--- src/rtl/core/rcw_pkg.sv ---
package rcw_pkg;

  // field and datapath widths
  localparam int MSS_W      = 13;
  localparam int WIN_W      = 16;
  localparam int FRAC_W     = 8;
  localparam int FIX_W      = WIN_W + FRAC_W;
  localparam int SQ_W       = 2 * MSS_W;
  localparam int ACKED_W    = 6;
  localparam int CMD_W      = 2;
  localparam int PHASE_W    = 2;
  localparam int DUP_W      = 3;
  localparam int DIV_STEPS  = FIX_W;
  localparam int MOD_STEPS  = WIN_W;
  localparam int STEP_W     = $clog2(DIV_STEPS);
  localparam int CFG_IDX_W  = 3;
  localparam int CFG_DATA_W = 16;

  // event kinds
  localparam logic [CMD_W-1:0] CMD_ACK     = 2'd0;
  localparam logic [CMD_W-1:0] CMD_TIMEOUT = 2'd1;
  localparam logic [CMD_W-1:0] CMD_RESTART = 2'd2;

  // window phases
  localparam logic [PHASE_W-1:0] PH_SLOW_START = 2'd0;
  localparam logic [PHASE_W-1:0] PH_CONG_AVOID = 2'd1;
  localparam logic [PHASE_W-1:0] PH_FAST_RECOV = 2'd2;

  localparam logic [DUP_W-1:0] DUP_MAX        = 3'd7;
  localparam logic [DUP_W-1:0] DUP_BEFORE_FR  = 3'd2;

  // register indexes
  localparam logic [CFG_IDX_W-1:0] REG_SEGMENT_SIZE      = 3'd0;
  localparam logic [CFG_IDX_W-1:0] REG_INITIAL_WINDOW    = 3'd1;
  localparam logic [CFG_IDX_W-1:0] REG_INITIAL_THRESHOLD = 3'd2;
  localparam logic [CFG_IDX_W-1:0] REG_WINDOW_CEILING    = 3'd3;
  localparam logic [CFG_IDX_W-1:0] REG_THRESHOLD_FLOOR   = 3'd4;
  localparam logic [CFG_IDX_W-1:0] REG_SEQUENCE_SPACE    = 3'd5;

  // register reset values
  localparam logic [MSS_W-1:0] RST_SEGMENT_SIZE      = 13'd512;
  localparam logic [WIN_W-1:0] RST_INITIAL_WINDOW    = 16'd512;
  localparam logic [WIN_W-1:0] RST_INITIAL_THRESHOLD = 16'd10240;
  localparam logic [WIN_W-1:0] RST_WINDOW_CEILING    = 16'd10240;
  localparam logic [WIN_W-1:0] RST_THRESHOLD_FLOOR   = 16'd1024;
  localparam logic [WIN_W-1:0] RST_SEQUENCE_SPACE    = 16'd25600;

  typedef struct packed {
    logic [CMD_W-1:0]   command;
    logic [ACKED_W-1:0] acked_segments;
    logic [WIN_W-1:0]   window_base;
    logic [WIN_W-1:0]   next_seq;
  } in_item_t;

  typedef struct packed {
    logic [WIN_W-1:0]   window_bytes;
    logic [WIN_W-1:0]   threshold;
    logic [PHASE_W-1:0] mode;
    logic               retransmit;
    logic [WIN_W-1:0]   bytes_free;
  } out_item_t;

  typedef struct packed {
    logic [MSS_W-1:0] segment_size;
    logic [WIN_W-1:0] initial_window;
    logic [WIN_W-1:0] initial_threshold;
    logic [WIN_W-1:0] window_ceiling;
    logic [WIN_W-1:0] threshold_floor;
    logic [WIN_W-1:0] sequence_space;
  } cfg_t;

  typedef enum logic [3:0] {
    OP_NONE,
    OP_CAPTURE,
    OP_CLR_DUP,
    OP_SS_STEP,
    OP_FR_DEFLATE,
    OP_DIV_START,
    OP_DIV_STEP,
    OP_CA_GROW,
    OP_DUP_GROW,
    OP_LOSS_THRESH,
    OP_FR_LOAD,
    OP_TO_LOAD,
    OP_RESTART,
    OP_MOD_START,
    OP_MOD_STEP,
    OP_PUBLISH
  } dp_op_t;

  typedef struct packed {
    dp_op_t op;
    logic   outst_load;
  } dp_cmd_t;

  typedef struct packed {
    logic [PHASE_W-1:0] phase;
    logic               dup_to_three;
  } dp_sts_t;

endpackage

--- src/rtl/core/rcw_dp.sv ---
module rcw_dp (
  input  logic               clk,
  input  logic               rst_n,
  input  rcw_pkg::cfg_t      cfg,
  input  rcw_pkg::in_item_t  in_item,
  input  rcw_pkg::dp_cmd_t   cmd,
  output rcw_pkg::dp_sts_t   sts,
  output rcw_pkg::out_item_t out_item
);

  localparam int FIX_W   = rcw_pkg::FIX_W;
  localparam int WIN_W   = rcw_pkg::WIN_W;
  localparam int FRAC_W  = rcw_pkg::FRAC_W;
  localparam int SQ_W    = rcw_pkg::SQ_W;
  localparam int MSS_W   = rcw_pkg::MSS_W;
  localparam int PHASE_W = rcw_pkg::PHASE_W;
  localparam int DUP_W   = rcw_pkg::DUP_W;

  // window growth, saturating at the ceiling
  function automatic logic [FIX_W-1:0] grow_win(input logic [FIX_W-1:0] win,
                                                input logic [FIX_W-1:0] inc,
                                                input logic [WIN_W-1:0] ceiling_b);
    logic [FIX_W:0] sum;
    logic [FIX_W:0] lim;
    sum = {1'b0, win} + {1'b0, inc};
    lim = {1'b0, ceiling_b, {FRAC_W{1'b0}}};
    if (win[FIX_W-1:FRAC_W] >= ceiling_b) begin
      grow_win = win;
    end else if (sum >= lim) begin
      grow_win = lim[FIX_W-1:0];
    end else begin
      grow_win = sum[FIX_W-1:0];
    end
  endfunction

  // window state
  logic [FIX_W-1:0]   wf_r, wf_nxt;
  logic [WIN_W-1:0]   ssth_r, ssth_nxt;
  logic [PHASE_W-1:0] phase_r, phase_nxt;
  logic [DUP_W-1:0]   dup_r, dup_nxt;
  logic               retx_r, retx_nxt;

  // working registers
  logic [SQ_W-1:0]    sq_r, sq_nxt;
  logic [FIX_W-1:0]   rem_r, rem_nxt;
  logic [FIX_W-1:0]   dq_r, dq_nxt;
  logic               sat_r, sat_nxt;
  logic [WIN_W-1:0]   base_sh_r, base_sh_nxt;
  logic [WIN_W-1:0]   nxt_sh_r, nxt_sh_nxt;
  logic [WIN_W-1:0]   base_rem_r, base_rem_nxt;
  logic [WIN_W-1:0]   nxt_rem_r, nxt_rem_nxt;
  logic [WIN_W-1:0]   outst_r, outst_nxt;
  rcw_pkg::out_item_t out_r, out_nxt;

  logic [SQ_W-1:0]    sq_prod;
  logic [FIX_W-1:0]   ss_inc, ss_win, ca_inc, ca_win, fr_win;
  logic [WIN_W-1:0]   half_win, loss_thr, win_int, free_bytes;
  logic [MSS_W+1:0]   mss3;
  logic [WIN_W:0]     fr_sum;
  logic [FIX_W:0]     div_cat, div_sub;
  logic               div_ge;
  logic [WIN_W:0]     modulus;
  logic [WIN_W:0]     b_cat, b_sub, n_cat, n_sub;
  logic [WIN_W:0]     o_diff, o_wrap;

  assign sq_prod  = SQ_W'(cfg.segment_size) * SQ_W'(cfg.segment_size);
  assign ss_inc   = FIX_W'({cfg.segment_size, {FRAC_W{1'b0}}});
  assign ss_win   = grow_win(wf_r, ss_inc, cfg.window_ceiling);
  assign ca_inc   = sat_r ? {FIX_W{1'b1}} : dq_r;
  assign ca_win   = grow_win(wf_r, ca_inc, cfg.window_ceiling);

  assign half_win = {1'b0, wf_r[FIX_W-1:FRAC_W+1]};
  assign loss_thr = (half_win > cfg.threshold_floor) ? half_win : cfg.threshold_floor;

  // three segments on top of the threshold, saturated
  assign mss3   = (MSS_W+2)'(cfg.segment_size) + (MSS_W+2)'({cfg.segment_size, 1'b0});
  assign fr_sum = {1'b0, ssth_r} + (WIN_W+1)'(mss3);
  assign fr_win = fr_sum[WIN_W] ? {FIX_W{1'b1}} : {fr_sum[WIN_W-1:0], {FRAC_W{1'b0}}};

  // restoring divide step, one quotient bit
  assign div_cat = {rem_r, dq_r[FIX_W-1]};
  assign div_sub = div_cat - {1'b0, wf_r};
  assign div_ge  = (div_cat >= {1'b0, wf_r});

  // sequence space of zero means the full 16-bit space
  assign modulus = (cfg.sequence_space == '0) ? {1'b1, {WIN_W{1'b0}}}
                                              : {1'b0, cfg.sequence_space};
  assign b_cat = {base_rem_r, base_sh_r[WIN_W-1]};
  assign b_sub = b_cat - modulus;
  assign n_cat = {nxt_rem_r, nxt_sh_r[WIN_W-1]};
  assign n_sub = n_cat - modulus;

  assign o_diff = {1'b0, nxt_rem_r} - {1'b0, base_rem_r};
  assign o_wrap = o_diff + modulus;

  assign win_int    = wf_r[FIX_W-1:FRAC_W];
  assign free_bytes = (win_int > outst_r) ? (win_int - outst_r) : '0;

  always_comb begin
    wf_nxt       = wf_r;
    ssth_nxt     = ssth_r;
    phase_nxt    = phase_r;
    dup_nxt      = dup_r;
    retx_nxt     = retx_r;
    sq_nxt       = sq_r;
    rem_nxt      = rem_r;
    dq_nxt       = dq_r;
    sat_nxt      = sat_r;
    base_sh_nxt  = base_sh_r;
    nxt_sh_nxt   = nxt_sh_r;
    base_rem_nxt = base_rem_r;
    nxt_rem_nxt  = nxt_rem_r;
    outst_nxt    = outst_r;
    out_nxt      = out_r;
    if (cmd.outst_load) begin
      outst_nxt = (nxt_rem_r >= base_rem_r) ? o_diff[WIN_W-1:0] : o_wrap[WIN_W-1:0];
    end
    case (cmd.op)
      rcw_pkg::OP_CAPTURE: begin
        sq_nxt      = sq_prod;
        retx_nxt    = 1'b0;
        base_sh_nxt = in_item.window_base;
        nxt_sh_nxt  = in_item.next_seq;
      end
      rcw_pkg::OP_CLR_DUP: begin
        dup_nxt = '0;
      end
      rcw_pkg::OP_SS_STEP: begin
        wf_nxt = ss_win;
        if (ss_win[FIX_W-1:FRAC_W] >= ssth_r) begin
          phase_nxt = rcw_pkg::PH_CONG_AVOID;
        end
      end
      rcw_pkg::OP_FR_DEFLATE: begin
        wf_nxt    = {ssth_r, {FRAC_W{1'b0}}};
        phase_nxt = rcw_pkg::PH_CONG_AVOID;
      end
      rcw_pkg::OP_DIV_START: begin
        rem_nxt = FIX_W'(sq_r[SQ_W-1:FRAC_W]);
        dq_nxt  = {sq_r[FRAC_W-1:0], {(FIX_W-FRAC_W){1'b0}}};
        // quotient would not fit, treat as saturated
        sat_nxt = (FIX_W'(sq_r[SQ_W-1:FRAC_W]) >= wf_r);
      end
      rcw_pkg::OP_DIV_STEP: begin
        rem_nxt = div_ge ? div_sub[FIX_W-1:0] : div_cat[FIX_W-1:0];
        dq_nxt  = {dq_r[FIX_W-2:0], div_ge};
      end
      rcw_pkg::OP_CA_GROW: begin
        wf_nxt = ca_win;
      end
      rcw_pkg::OP_DUP_GROW: begin
        if (phase_r == rcw_pkg::PH_FAST_RECOV) begin
          wf_nxt = ss_win;
        end
        if (dup_r != rcw_pkg::DUP_MAX) begin
          dup_nxt = dup_r + DUP_W'(1);
        end
      end
      rcw_pkg::OP_LOSS_THRESH: begin
        ssth_nxt = loss_thr;
      end
      rcw_pkg::OP_FR_LOAD: begin
        wf_nxt    = fr_win;
        phase_nxt = rcw_pkg::PH_FAST_RECOV;
        retx_nxt  = 1'b1;
      end
      rcw_pkg::OP_TO_LOAD: begin
        wf_nxt    = ss_inc;
        phase_nxt = rcw_pkg::PH_SLOW_START;
        retx_nxt  = 1'b1;
      end
      rcw_pkg::OP_RESTART: begin
        wf_nxt    = {cfg.initial_window, {FRAC_W{1'b0}}};
        ssth_nxt  = cfg.initial_threshold;
        phase_nxt = rcw_pkg::PH_SLOW_START;
        dup_nxt   = '0;
      end
      rcw_pkg::OP_MOD_START: begin
        base_rem_nxt = '0;
        nxt_rem_nxt  = '0;
      end
      rcw_pkg::OP_MOD_STEP: begin
        base_rem_nxt = (b_cat >= modulus) ? b_sub[WIN_W-1:0] : b_cat[WIN_W-1:0];
        nxt_rem_nxt  = (n_cat >= modulus) ? n_sub[WIN_W-1:0] : n_cat[WIN_W-1:0];
        base_sh_nxt  = {base_sh_r[WIN_W-2:0], 1'b0};
        nxt_sh_nxt   = {nxt_sh_r[WIN_W-2:0], 1'b0};
      end
      rcw_pkg::OP_PUBLISH: begin
        out_nxt.window_bytes = win_int;
        out_nxt.threshold    = ssth_r;
        out_nxt.mode         = phase_r;
        out_nxt.retransmit   = retx_r;
        out_nxt.bytes_free   = free_bytes;
      end
      default: begin
      end
    endcase
  end

  always_ff @(posedge clk) begin
    if (!rst_n) begin
      wf_r    <= {rcw_pkg::RST_INITIAL_WINDOW, {FRAC_W{1'b0}}};
      ssth_r  <= rcw_pkg::RST_INITIAL_THRESHOLD;
      phase_r <= rcw_pkg::PH_SLOW_START;
      dup_r   <= '0;
      retx_r  <= 1'b0;
    end else begin
      wf_r    <= wf_nxt;
      ssth_r  <= ssth_nxt;
      phase_r <= phase_nxt;
      dup_r   <= dup_nxt;
      retx_r  <= retx_nxt;
    end
  end

  always_ff @(posedge clk) begin
    sq_r       <= sq_nxt;
    rem_r      <= rem_nxt;
    dq_r       <= dq_nxt;
    sat_r      <= sat_nxt;
    base_sh_r  <= base_sh_nxt;
    nxt_sh_r   <= nxt_sh_nxt;
    base_rem_r <= base_rem_nxt;
    nxt_rem_r  <= nxt_rem_nxt;
    outst_r    <= outst_nxt;
    out_r      <= out_nxt;
  end

  assign sts.phase        = phase_r;
  assign sts.dup_to_three = (dup_r == rcw_pkg::DUP_BEFORE_FR);
  assign out_item         = out_r;

endmodule

--- src/rtl/core/rcw_ctrl.sv ---
module rcw_ctrl #(
  parameter int MAX_ACKED_PER_EVENT = 32
) (
  input  logic              clk,
  input  logic              rst_n,
  input  logic              in_valid,
  input  rcw_pkg::in_item_t in_item,
  output logic              in_stall,
  output logic              out_valid,
  input  logic              out_stall,
  input  rcw_pkg::dp_sts_t  sts,
  output rcw_pkg::dp_cmd_t  cmd
);

  localparam int CNT_W  = $clog2(MAX_ACKED_PER_EVENT + 1);
  localparam int CMP_W  = rcw_pkg::ACKED_W + 1;
  localparam int STEP_W = rcw_pkg::STEP_W;

  typedef enum logic [3:0] {
    S_IDLE,
    S_ACK_NEW,
    S_SEG,
    S_DIV,
    S_CA_GROW,
    S_DUP,
    S_FR_THRESH,
    S_FR_LOAD,
    S_TO_THRESH,
    S_TO_LOAD,
    S_RESTART,
    S_MOD_START,
    S_MOD,
    S_OUTST,
    S_PUBLISH
  } state_t;

  state_t            state_r, state_nxt;
  logic [CNT_W-1:0]  seg_cnt_r, seg_cnt_nxt;
  logic [STEP_W-1:0] step_r, step_nxt;
  logic              out_valid_r, out_valid_nxt;
  logic [CNT_W-1:0]  acked_cap;
  logic              out_free;

  // segment count saturated at the per-event limit
  assign acked_cap = ({1'b0, in_item.acked_segments} > CMP_W'(MAX_ACKED_PER_EVENT))
                   ? CNT_W'(MAX_ACKED_PER_EVENT) : CNT_W'(in_item.acked_segments);
  assign out_free  = !out_valid_r || !out_stall;

  always_comb begin
    state_nxt      = state_r;
    seg_cnt_nxt    = seg_cnt_r;
    step_nxt       = step_r;
    out_valid_nxt  = out_valid_r && out_stall;
    cmd.op         = rcw_pkg::OP_NONE;
    cmd.outst_load = 1'b0;
    unique case (state_r)
      S_IDLE: begin
        if (in_valid) begin
          cmd.op = rcw_pkg::OP_CAPTURE;
          if (in_item.command == rcw_pkg::CMD_ACK) begin
            if (in_item.acked_segments == '0) begin
              state_nxt = S_DUP;
            end else begin
              seg_cnt_nxt = acked_cap;
              state_nxt   = S_ACK_NEW;
            end
          end else if (in_item.command == rcw_pkg::CMD_TIMEOUT) begin
            state_nxt = S_TO_THRESH;
          end else if (in_item.command == rcw_pkg::CMD_RESTART) begin
            state_nxt = S_RESTART;
          end else begin
            state_nxt = S_MOD_START;
          end
        end
      end
      S_ACK_NEW: begin
        cmd.op    = rcw_pkg::OP_CLR_DUP;
        state_nxt = S_SEG;
      end
      S_SEG: begin
        if (seg_cnt_r == '0) begin
          state_nxt = S_MOD_START;
        end else if (sts.phase == rcw_pkg::PH_SLOW_START) begin
          cmd.op      = rcw_pkg::OP_SS_STEP;
          seg_cnt_nxt = seg_cnt_r - CNT_W'(1);
        end else if (sts.phase == rcw_pkg::PH_CONG_AVOID) begin
          cmd.op    = rcw_pkg::OP_DIV_START;
          step_nxt  = STEP_W'(rcw_pkg::DIV_STEPS - 1);
          state_nxt = S_DIV;
        end else begin
          cmd.op      = rcw_pkg::OP_FR_DEFLATE;
          seg_cnt_nxt = seg_cnt_r - CNT_W'(1);
        end
      end
      S_DIV: begin
        cmd.op = rcw_pkg::OP_DIV_STEP;
        if (step_r == '0) begin
          state_nxt = S_CA_GROW;
        end else begin
          step_nxt = step_r - STEP_W'(1);
        end
      end
      S_CA_GROW: begin
        cmd.op      = rcw_pkg::OP_CA_GROW;
        seg_cnt_nxt = seg_cnt_r - CNT_W'(1);
        state_nxt   = S_SEG;
      end
      S_DUP: begin
        cmd.op    = rcw_pkg::OP_DUP_GROW;
        state_nxt = sts.dup_to_three ? S_FR_THRESH : S_MOD_START;
      end
      S_FR_THRESH: begin
        cmd.op    = rcw_pkg::OP_LOSS_THRESH;
        state_nxt = S_FR_LOAD;
      end
      S_FR_LOAD: begin
        cmd.op    = rcw_pkg::OP_FR_LOAD;
        state_nxt = S_MOD_START;
      end
      S_TO_THRESH: begin
        cmd.op    = rcw_pkg::OP_LOSS_THRESH;
        state_nxt = S_TO_LOAD;
      end
      S_TO_LOAD: begin
        cmd.op    = rcw_pkg::OP_TO_LOAD;
        state_nxt = S_MOD_START;
      end
      S_RESTART: begin
        cmd.op    = rcw_pkg::OP_RESTART;
        state_nxt = S_MOD_START;
      end
      S_MOD_START: begin
        cmd.op    = rcw_pkg::OP_MOD_START;
        step_nxt  = STEP_W'(rcw_pkg::MOD_STEPS - 1);
        state_nxt = S_MOD;
      end
      S_MOD: begin
        cmd.op = rcw_pkg::OP_MOD_STEP;
        if (step_r == '0) begin
          state_nxt = S_OUTST;
        end else begin
          step_nxt = step_r - STEP_W'(1);
        end
      end
      S_OUTST: begin
        cmd.outst_load = 1'b1;
        state_nxt      = S_PUBLISH;
      end
      S_PUBLISH: begin
        if (out_free) begin
          cmd.op        = rcw_pkg::OP_PUBLISH;
          out_valid_nxt = 1'b1;
          state_nxt     = S_IDLE;
        end
      end
      default: begin
        state_nxt = S_IDLE;
      end
    endcase
  end

  always_ff @(posedge clk) begin
    if (!rst_n) begin
      state_r     <= S_IDLE;
      seg_cnt_r   <= '0;
      step_r      <= '0;
      out_valid_r <= 1'b0;
    end else begin
      state_r     <= state_nxt;
      seg_cnt_r   <= seg_cnt_nxt;
      step_r      <= step_nxt;
      out_valid_r <= out_valid_nxt;
    end
  end

  assign in_stall  = (state_r != S_IDLE);
  assign out_valid = out_valid_r;

endmodule

--- src/rtl/core/reno_congestion_window_top.sv ---
// channel  | direction | handshake            | payload
// in_      | input     | in_valid / in_stall   | rcw_pkg::in_item_t (event)
// out_     | output    | out_valid / out_stall | rcw_pkg::out_item_t (window report)
// cfg_     | input     | cfg_wr_en             | cfg_index, cfg_wdata (no read-back)
//
// work done for each item, from the accept to the result register:
//   new ack: one window step per segment in slow start or fast recovery,
//            or per segment in congestion avoidance a 24-step shift-subtract divide
//   duplicate ack, with threshold and fast-recovery loads on the third; timeout; restart; other code
//   every item passes through the 16-step bit-serial sequence-number reduction
// one item at a time: in_stall is high from the accept until the result is registered
// a finished result waits in the output register; the next item is accepted meanwhile
// reset is synchronous, active low, and loads the register defaults and the initial window

module reno_congestion_window_top #(
  parameter int MAX_ACKED_PER_EVENT = 32
) (
  input  logic                                clk,
  input  logic                                rst_n,
  input  logic                                in_valid,
  output logic                                in_stall,
  input  rcw_pkg::in_item_t                   in_item,
  output logic                                out_valid,
  input  logic                                out_stall,
  output rcw_pkg::out_item_t                  out_item,
  input  logic                                cfg_wr_en,
  input  logic [rcw_pkg::CFG_IDX_W-1:0]       cfg_index,
  input  logic [rcw_pkg::CFG_DATA_W-1:0]      cfg_wdata
);

  rcw_pkg::cfg_t    cfg_r, cfg_nxt;
  rcw_pkg::dp_cmd_t dp_cmd;
  rcw_pkg::dp_sts_t dp_sts;

  // configuration register file, write only
  always_comb begin
    cfg_nxt = cfg_r;
    if (cfg_wr_en) begin
      unique case (cfg_index)
        rcw_pkg::REG_SEGMENT_SIZE:      cfg_nxt.segment_size =
                                          cfg_wdata[rcw_pkg::MSS_W-1:0];
        rcw_pkg::REG_INITIAL_WINDOW:    cfg_nxt.initial_window    = cfg_wdata;
        rcw_pkg::REG_INITIAL_THRESHOLD: cfg_nxt.initial_threshold = cfg_wdata;
        rcw_pkg::REG_WINDOW_CEILING:    cfg_nxt.window_ceiling    = cfg_wdata;
        rcw_pkg::REG_THRESHOLD_FLOOR:   cfg_nxt.threshold_floor   = cfg_wdata;
        rcw_pkg::REG_SEQUENCE_SPACE:    cfg_nxt.sequence_space    = cfg_wdata;
        // unmapped indexes are dropped
        default: begin
        end
      endcase
    end
  end

  always_ff @(posedge clk) begin
    if (!rst_n) begin
      cfg_r.segment_size      <= rcw_pkg::RST_SEGMENT_SIZE;
      cfg_r.initial_window    <= rcw_pkg::RST_INITIAL_WINDOW;
      cfg_r.initial_threshold <= rcw_pkg::RST_INITIAL_THRESHOLD;
      cfg_r.window_ceiling    <= rcw_pkg::RST_WINDOW_CEILING;
      cfg_r.threshold_floor   <= rcw_pkg::RST_THRESHOLD_FLOOR;
      cfg_r.sequence_space    <= rcw_pkg::RST_SEQUENCE_SPACE;
    end else begin
      cfg_r <= cfg_nxt;
    end
  end

  // sequencer: per-segment loop, divider and reduction step counts, output handshake
  rcw_ctrl #(
    .MAX_ACKED_PER_EVENT (MAX_ACKED_PER_EVENT)
  ) u_ctrl (
    .clk       (clk),
    .rst_n     (rst_n),
    .in_valid  (in_valid),
    .in_item   (in_item),
    .in_stall  (in_stall),
    .out_valid (out_valid),
    .out_stall (out_stall),
    .sts       (dp_sts),
    .cmd       (dp_cmd)
  );

  // window state, divider, modulo reduction and result register
  rcw_dp u_dp (
    .clk      (clk),
    .rst_n    (rst_n),
    .cfg      (cfg_r),
    .in_item  (in_item),
    .cmd      (dp_cmd),
    .sts      (dp_sts),
    .out_item (out_item)
  );

endmodule

--- config.mk ---
export PLATFORM = sky130hd
export DESIGN_NAME = reno_congestion_window_top
export DESIGN_NICKNAME = d
export VERILOG_FILES = /design/src/rtl/core/rcw_pkg.sv /design/src/rtl/core/rcw_dp.sv /design/src/rtl/core/rcw_ctrl.sv /design/src/rtl/core/reno_congestion_window_top.sv
export SDC_FILE = /design/constraint.sdc
export NUM_CORES = 2
export LEC_CHECK = 0
export BUFFER_PORTS_ARGS = -buffer_cell sky130_fd_sc_hd__buf_2
export CAP_MARGIN = 25
export CORE_ASPECT_RATIO = 1.1
export CORE_MARGIN = 2
export CORE_UTILIZATION = 44
export DETAILED_ROUTE_END_ITERATION = 7
export GPL_TIMING_DRIVEN = 0
export MAX_ROUTING_LAYER = met4
export SLEW_MARGIN = 20
export SYNTH_ARGS = -nofsm -noshare
export SYNTH_HDL_FRONTEND = slang
export SYNTH_SLANG_ARGS = --single-unit
--- constraint.sdc ---
create_clock -name clk -period 7.1 [get_ports clk]
set_input_delay 1.065 -clock clk [delete_from_list [all_inputs] [get_ports clk]]
set_output_delay 1.065 -clock clk [all_outputs]
set_load 0.03 [all_outputs]
==> impl_metrics.prom <==
# TYPE chip_impl_metric gauge
chip_impl_metric{name="finalSetupViolCount",unit=""} 0
chip_impl_metric{name="num-nets-final",unit=""} 4059
chip_impl_metric{name="fillers",unit=""} 6598
chip_impl_info{name="synthDominantAreaCellType",value="edfxtp_1"} 1
chip_impl_info{name="most_frequently_used_flop_master_after_synthesis",value="edfxtp_1"} 1
chip_impl_metric{name="cts_buf_count",unit=""} 42
chip_impl_metric{name="maxCapViolations",unit=""} 0
chip_impl_metric{name="sequential_element_share_of_the_synthesized_area",unit=""} 0.3108
chip_impl_metric{name="yosys_register_bits",unit=""} 360
chip_impl_metric{name="detail-route-antenna-nets",unit=""} 0
chip_impl_metric{name="yosys_warnings",unit=""} 0
chip_impl_metric{name="die_ht",unit="um"} 276.9
chip_impl_metric{name="routed-via-count",unit=""} 25370
chip_impl_metric{name="post-route-util",unit=""} 0.4910
chip_impl_metric{name="synth_cell_types",unit=""} 91
chip_impl_info{name="clockRootBuffer",value="clkbuf_16"} 1
chip_impl_metric{name="fin_hold_ws",unit="ps"} 440.3
chip_impl_metric{name="worstPathMaxFanout",unit=""} 10
chip_impl_metric{name="setup_ws",unit="ps"} 302.8
chip_impl_metric{name="hold_viol_final",unit=""} 0
chip_impl_info{name="critPathCaptureType",value="flop"} 1
chip_impl_metric{name="routedWlPerCell",unit="um"} 21.33
chip_impl_metric{name="vdd.ir_drop.worst",unit="uV"} 225.0
chip_impl_metric{name="drt-total-wl",unit="um"} 94590
chip_impl_metric{name="cts.htree.levels",unit=""} 2
chip_impl_metric{name="grt_max_degree",unit=""} 49
chip_impl_metric{name="synth_area",unit="um^2"} 29790
chip_impl_info{name="outcome",value="finished clean"} 1
chip_impl_metric{name="grt_first_pass_wirelength",unit="um"} 144600
chip_impl_info{name="holdCritPathClass",value="reg -> reg"} 1
chip_impl_metric{name="grt-ovfl-total",unit=""} 0
chip_impl_info{name="startpoint_type",value="flop"} 1
chip_impl_metric{name="max_slew.worst_pin.slew",unit="ps"} 1131
chip_impl_metric{name="count_of_input_and_output_buffers",unit=""} 115
chip_impl_metric{name="wl_met2",unit="um"} 43030
chip_impl_metric{name="floorplan.io_pins",unit=""} 117
chip_impl_metric{name="remaining_drc_errors",unit=""} 0
chip_impl_metric{name="numPlacedInstances",unit=""} 4351
chip_impl_metric{name="cts-hold-fix-buffers",unit=""} 0
chip_impl_info{name="critical_path_class",value="reg -> reg"} 1
chip_impl_metric{name="placementRows",unit=""} 100
chip_impl_metric{name="worstSkewPairLatency",unit="ps"} 610
chip_impl_metric{name="grt_pass1_vias",unit=""} 24567
chip_impl_info{name="cts_tree",value="yes"} 1
chip_impl_metric{name="start_util",unit=""} 0.4425
chip_impl_metric{name="critical_path_required",unit="ps"} 7430
chip_impl_metric{name="clock_tree.buffer_depth",unit=""} 3
chip_impl_metric{name="preCtsSetupSlack",unit="ps"} -134.2
chip_impl_metric{name="syn_inst",unit=""} 3366
chip_impl_metric{name="floorplan.core_area",unit="um^2"} 67310
chip_impl_metric{name="final_weighted_congestion_of_routability_driven_global_placement",unit=""} 0.9984
chip_impl_metric{name="syn2layout_area_growth",unit="%"} 10.95
chip_impl_metric{name="post_route_cells_drive_above_1_share",unit=""} 0.08895
chip_impl_metric{name="total_power",unit="mW"} 9.248
chip_impl_metric{name="met3_routed_wl",unit="um"} 5861
chip_impl_metric{name="first_pass_iteration_count_of_the_detailed_router",unit=""} 6
chip_impl_metric{name="via_per_inst",unit=""} 5.722
chip_impl_metric{name="share_of_synthesized_flip_flops_with_an_asynchronous_set_or_reset",unit=""} 0
chip_impl_info{name="synth.top_cells.by_area",value="edfxtp_1 21%, ha_1 15%, dfxtp_1 10%"} 1
chip_impl_metric{name="synth-edff-count",unit=""} 205
chip_impl_info{name="top_signal_layer_used",value="met4"} 1
chip_impl_metric{name="report.final.slew_viol_count",unit=""} 0
chip_impl_metric{name="final.min_clock_period",unit="ps"} 6797
chip_impl_metric{name="overall_track_demand_over_capacity_in_global_routing",unit=""} 0.2768
chip_impl_metric{name="place.detailed.hpwl",unit="um"} 73810
chip_impl_metric{name="grt_antenna_before_repair",unit=""} 3
chip_impl_metric{name="critical_path_arrival",unit="ps"} 7120
chip_impl_metric{name="postSynthAreaPerCell",unit="um^2"} 8.850
chip_impl_metric{name="detail_route.iter0.violations",unit=""} 2137
chip_impl_metric{name="power_per_cell_area",unit="nW/um^2"} 279.8
chip_impl_metric{name="min_period_over_period",unit=""} 0.9574
chip_impl_metric{name="wl_met1",unit="um"} 41240
chip_impl_metric{name="fin_skew",unit="ps"} 29.06
chip_impl_metric{name="cellLeakagePower",unit="nW"} 14.55
chip_impl_metric{name="synthesis.nets",unit=""} 3894
chip_impl_metric{name="max_slew_margin",unit=""} 0.2434
chip_impl_metric{name="portion_of_synthesized_cell_area_occupied_by_the_leading_cell_type",unit=""} 0.2066
chip_impl_metric{name="die_x",unit="um"} 252.1
chip_impl_metric{name="max_freq",unit="GHz"} 0.1471
chip_impl_metric{name="clock-sinks",unit=""} 360
chip_impl_metric{name="finalNonFillerCells",unit=""} 4434
chip_impl_metric{name="design.die.area",unit="um^2"} 69800
chip_impl_metric{name="cts.clk_slew.worst_paths",unit="ps"} 60
[Yosys cell counts (all sizes together) (32+ instances only)]
cell type  instances
mux2i             55
a211oi            33
clkbuf            98
dfxtp            155
fa               118
xnor2             95
xor2              52
nand3             52
ha               346
a21o              73
nor3              70
nor2b             41
a21oi            277
and3              33
and2              40
edfxtp           205
nand2b            32
nand2            477
o21ai            171
inv              279
nor2             247
[cells by family after synthesis]
| family | Yosys count | share of synthesized area |
|---|---|---|
| buffers and inverters | 407 | 0.05317 |
| AOI/OAI and AO/OA | 810 | 0.1743 |
| DFF | 360 | 0.3108 |
| muxes | 71 | 0.02453 |
| and+or+nand+nor | 1107 | 0.1693 |
| adders and majority gates | 464 | 0.2246 |
| xor gates and xnor gates | 147 | 0.04322 |
[metal layers]
metal,GRT usage,vias up
met2,0.4314,794
met4,0.1126,0
met1,0.3623,12130
li1,-,12218
met3,0.03863,228
met5,-,-
[flip-flops by register name, indices dropped and copies added (netlist names), 6 cells and up]
name              cells
u_dp.out_item        51
u_dp.outst_r         16
u_dp.rem_r           24
u_dp.sq_r            25
cfg_r                93
u_dp.nxt_rem_r       16
u_dp.base_rem_r      16
u_dp.ssth_r          16
u_dp.dq_r            24
u_ctrl.seg_cnt_r      6
u_dp.nxt_sh_r        16
u_dp.wf_r            24
u_dp.base_sh_r       16
[power breakdown]
group	total (mW)	internal, mW	switching, mW
logic	4.03	1.55	2.48
registers	2.92	2.55	0.370
clock network	2.30	1.30	1.01
total	9.25	5.39	3.86
[layout by cell type, fill, tap and decap left out, types with 52 or more instances in the layout]
cell	Yosys	routed
inv_1	279	278
fa_1	118	118
nand2_1	477	475
nor3_1	68	68
edfxtp_1	205	205
clkbuf_1	98	96
buf_2	15	130
ha_1	346	346
xnor2_1	95	95
a21oi_1	275	274
dfxtp_1	155	145
nand3_1	52	52
nor2_1	246	245
mux2i_1	55	55
o21ai_0	167	167
a21o_1	73	73
[timing repair]
| item | 4_1_cts | 5_1_grt |
|---|---|---|
| setup buffers | 0 | 3 |
| gates resized for setup | 2 | 23 |
| pin swaps | 0 | 1 |
| cloned | 0 | 0 |
| endpoints found under the setup margin | 2 | 4 |
| endpoints found under the hold margin | 0 | 0 |
[area by class of cell]
type	count	area [um^2]	share of cell area
Antenna cell	3	7.507	0.0002271
Sequential cell	360	9274	0.2806
Multi-Input combinational cell	2599	18980	0.5742
Inverter	279	1047	0.03169
Buffer	128	544.3	0.01647
Tap cell	867	1085	0.03282
Clock buffer	57	1254	0.03793
Clock inverter	20	192.7	0.005830
Timing Repair Buffer	121	668.1	0.02022
[metrics by stage]
stage                     setup TNS, ps  area [um^2]
after CTS                             0        32990
after global placement           -232.9        31450
after global routing             -2.803        33050
final                                 0        33050
after floorplan                       0        29790
after detailed placement         -227.4        31540
[critical path, cell delays in order (launching register included)]
cell      delay [ps]
dfxtp_1          700
clkbuf_2         360
inv_1            200
nor2_1           240
ha_1             200
inv_1             50
fa_1             500
inv_1             60
fa_1             520
inv_1             50
fa_1             530
inv_1             60
fa_1             480
ha_1             370
a21o_1           180
a21o_1           180
a21oi_1          360
a31oi_1          190
a41o_1           290
or4_1            430
a31o_2           250
a21oi_1          180
xnor2_1          110
[path summary, 6_finish.rpt]
path	start	endpoint	slack [ps]	depth (start not counted)
worst min register to register	u_dp.retx_r	u_dp.out_item[16]	440	0
worst max register to register	cfg_r[90]	u_dp.sq_r[24]	300	22
worst min-delay path	u_dp.retx_r	u_dp.out_item[16]	440	0
worst max-delay path	cfg_r[90]	u_dp.sq_r[24]	300	22
Power figures use the tool's default switching activity.
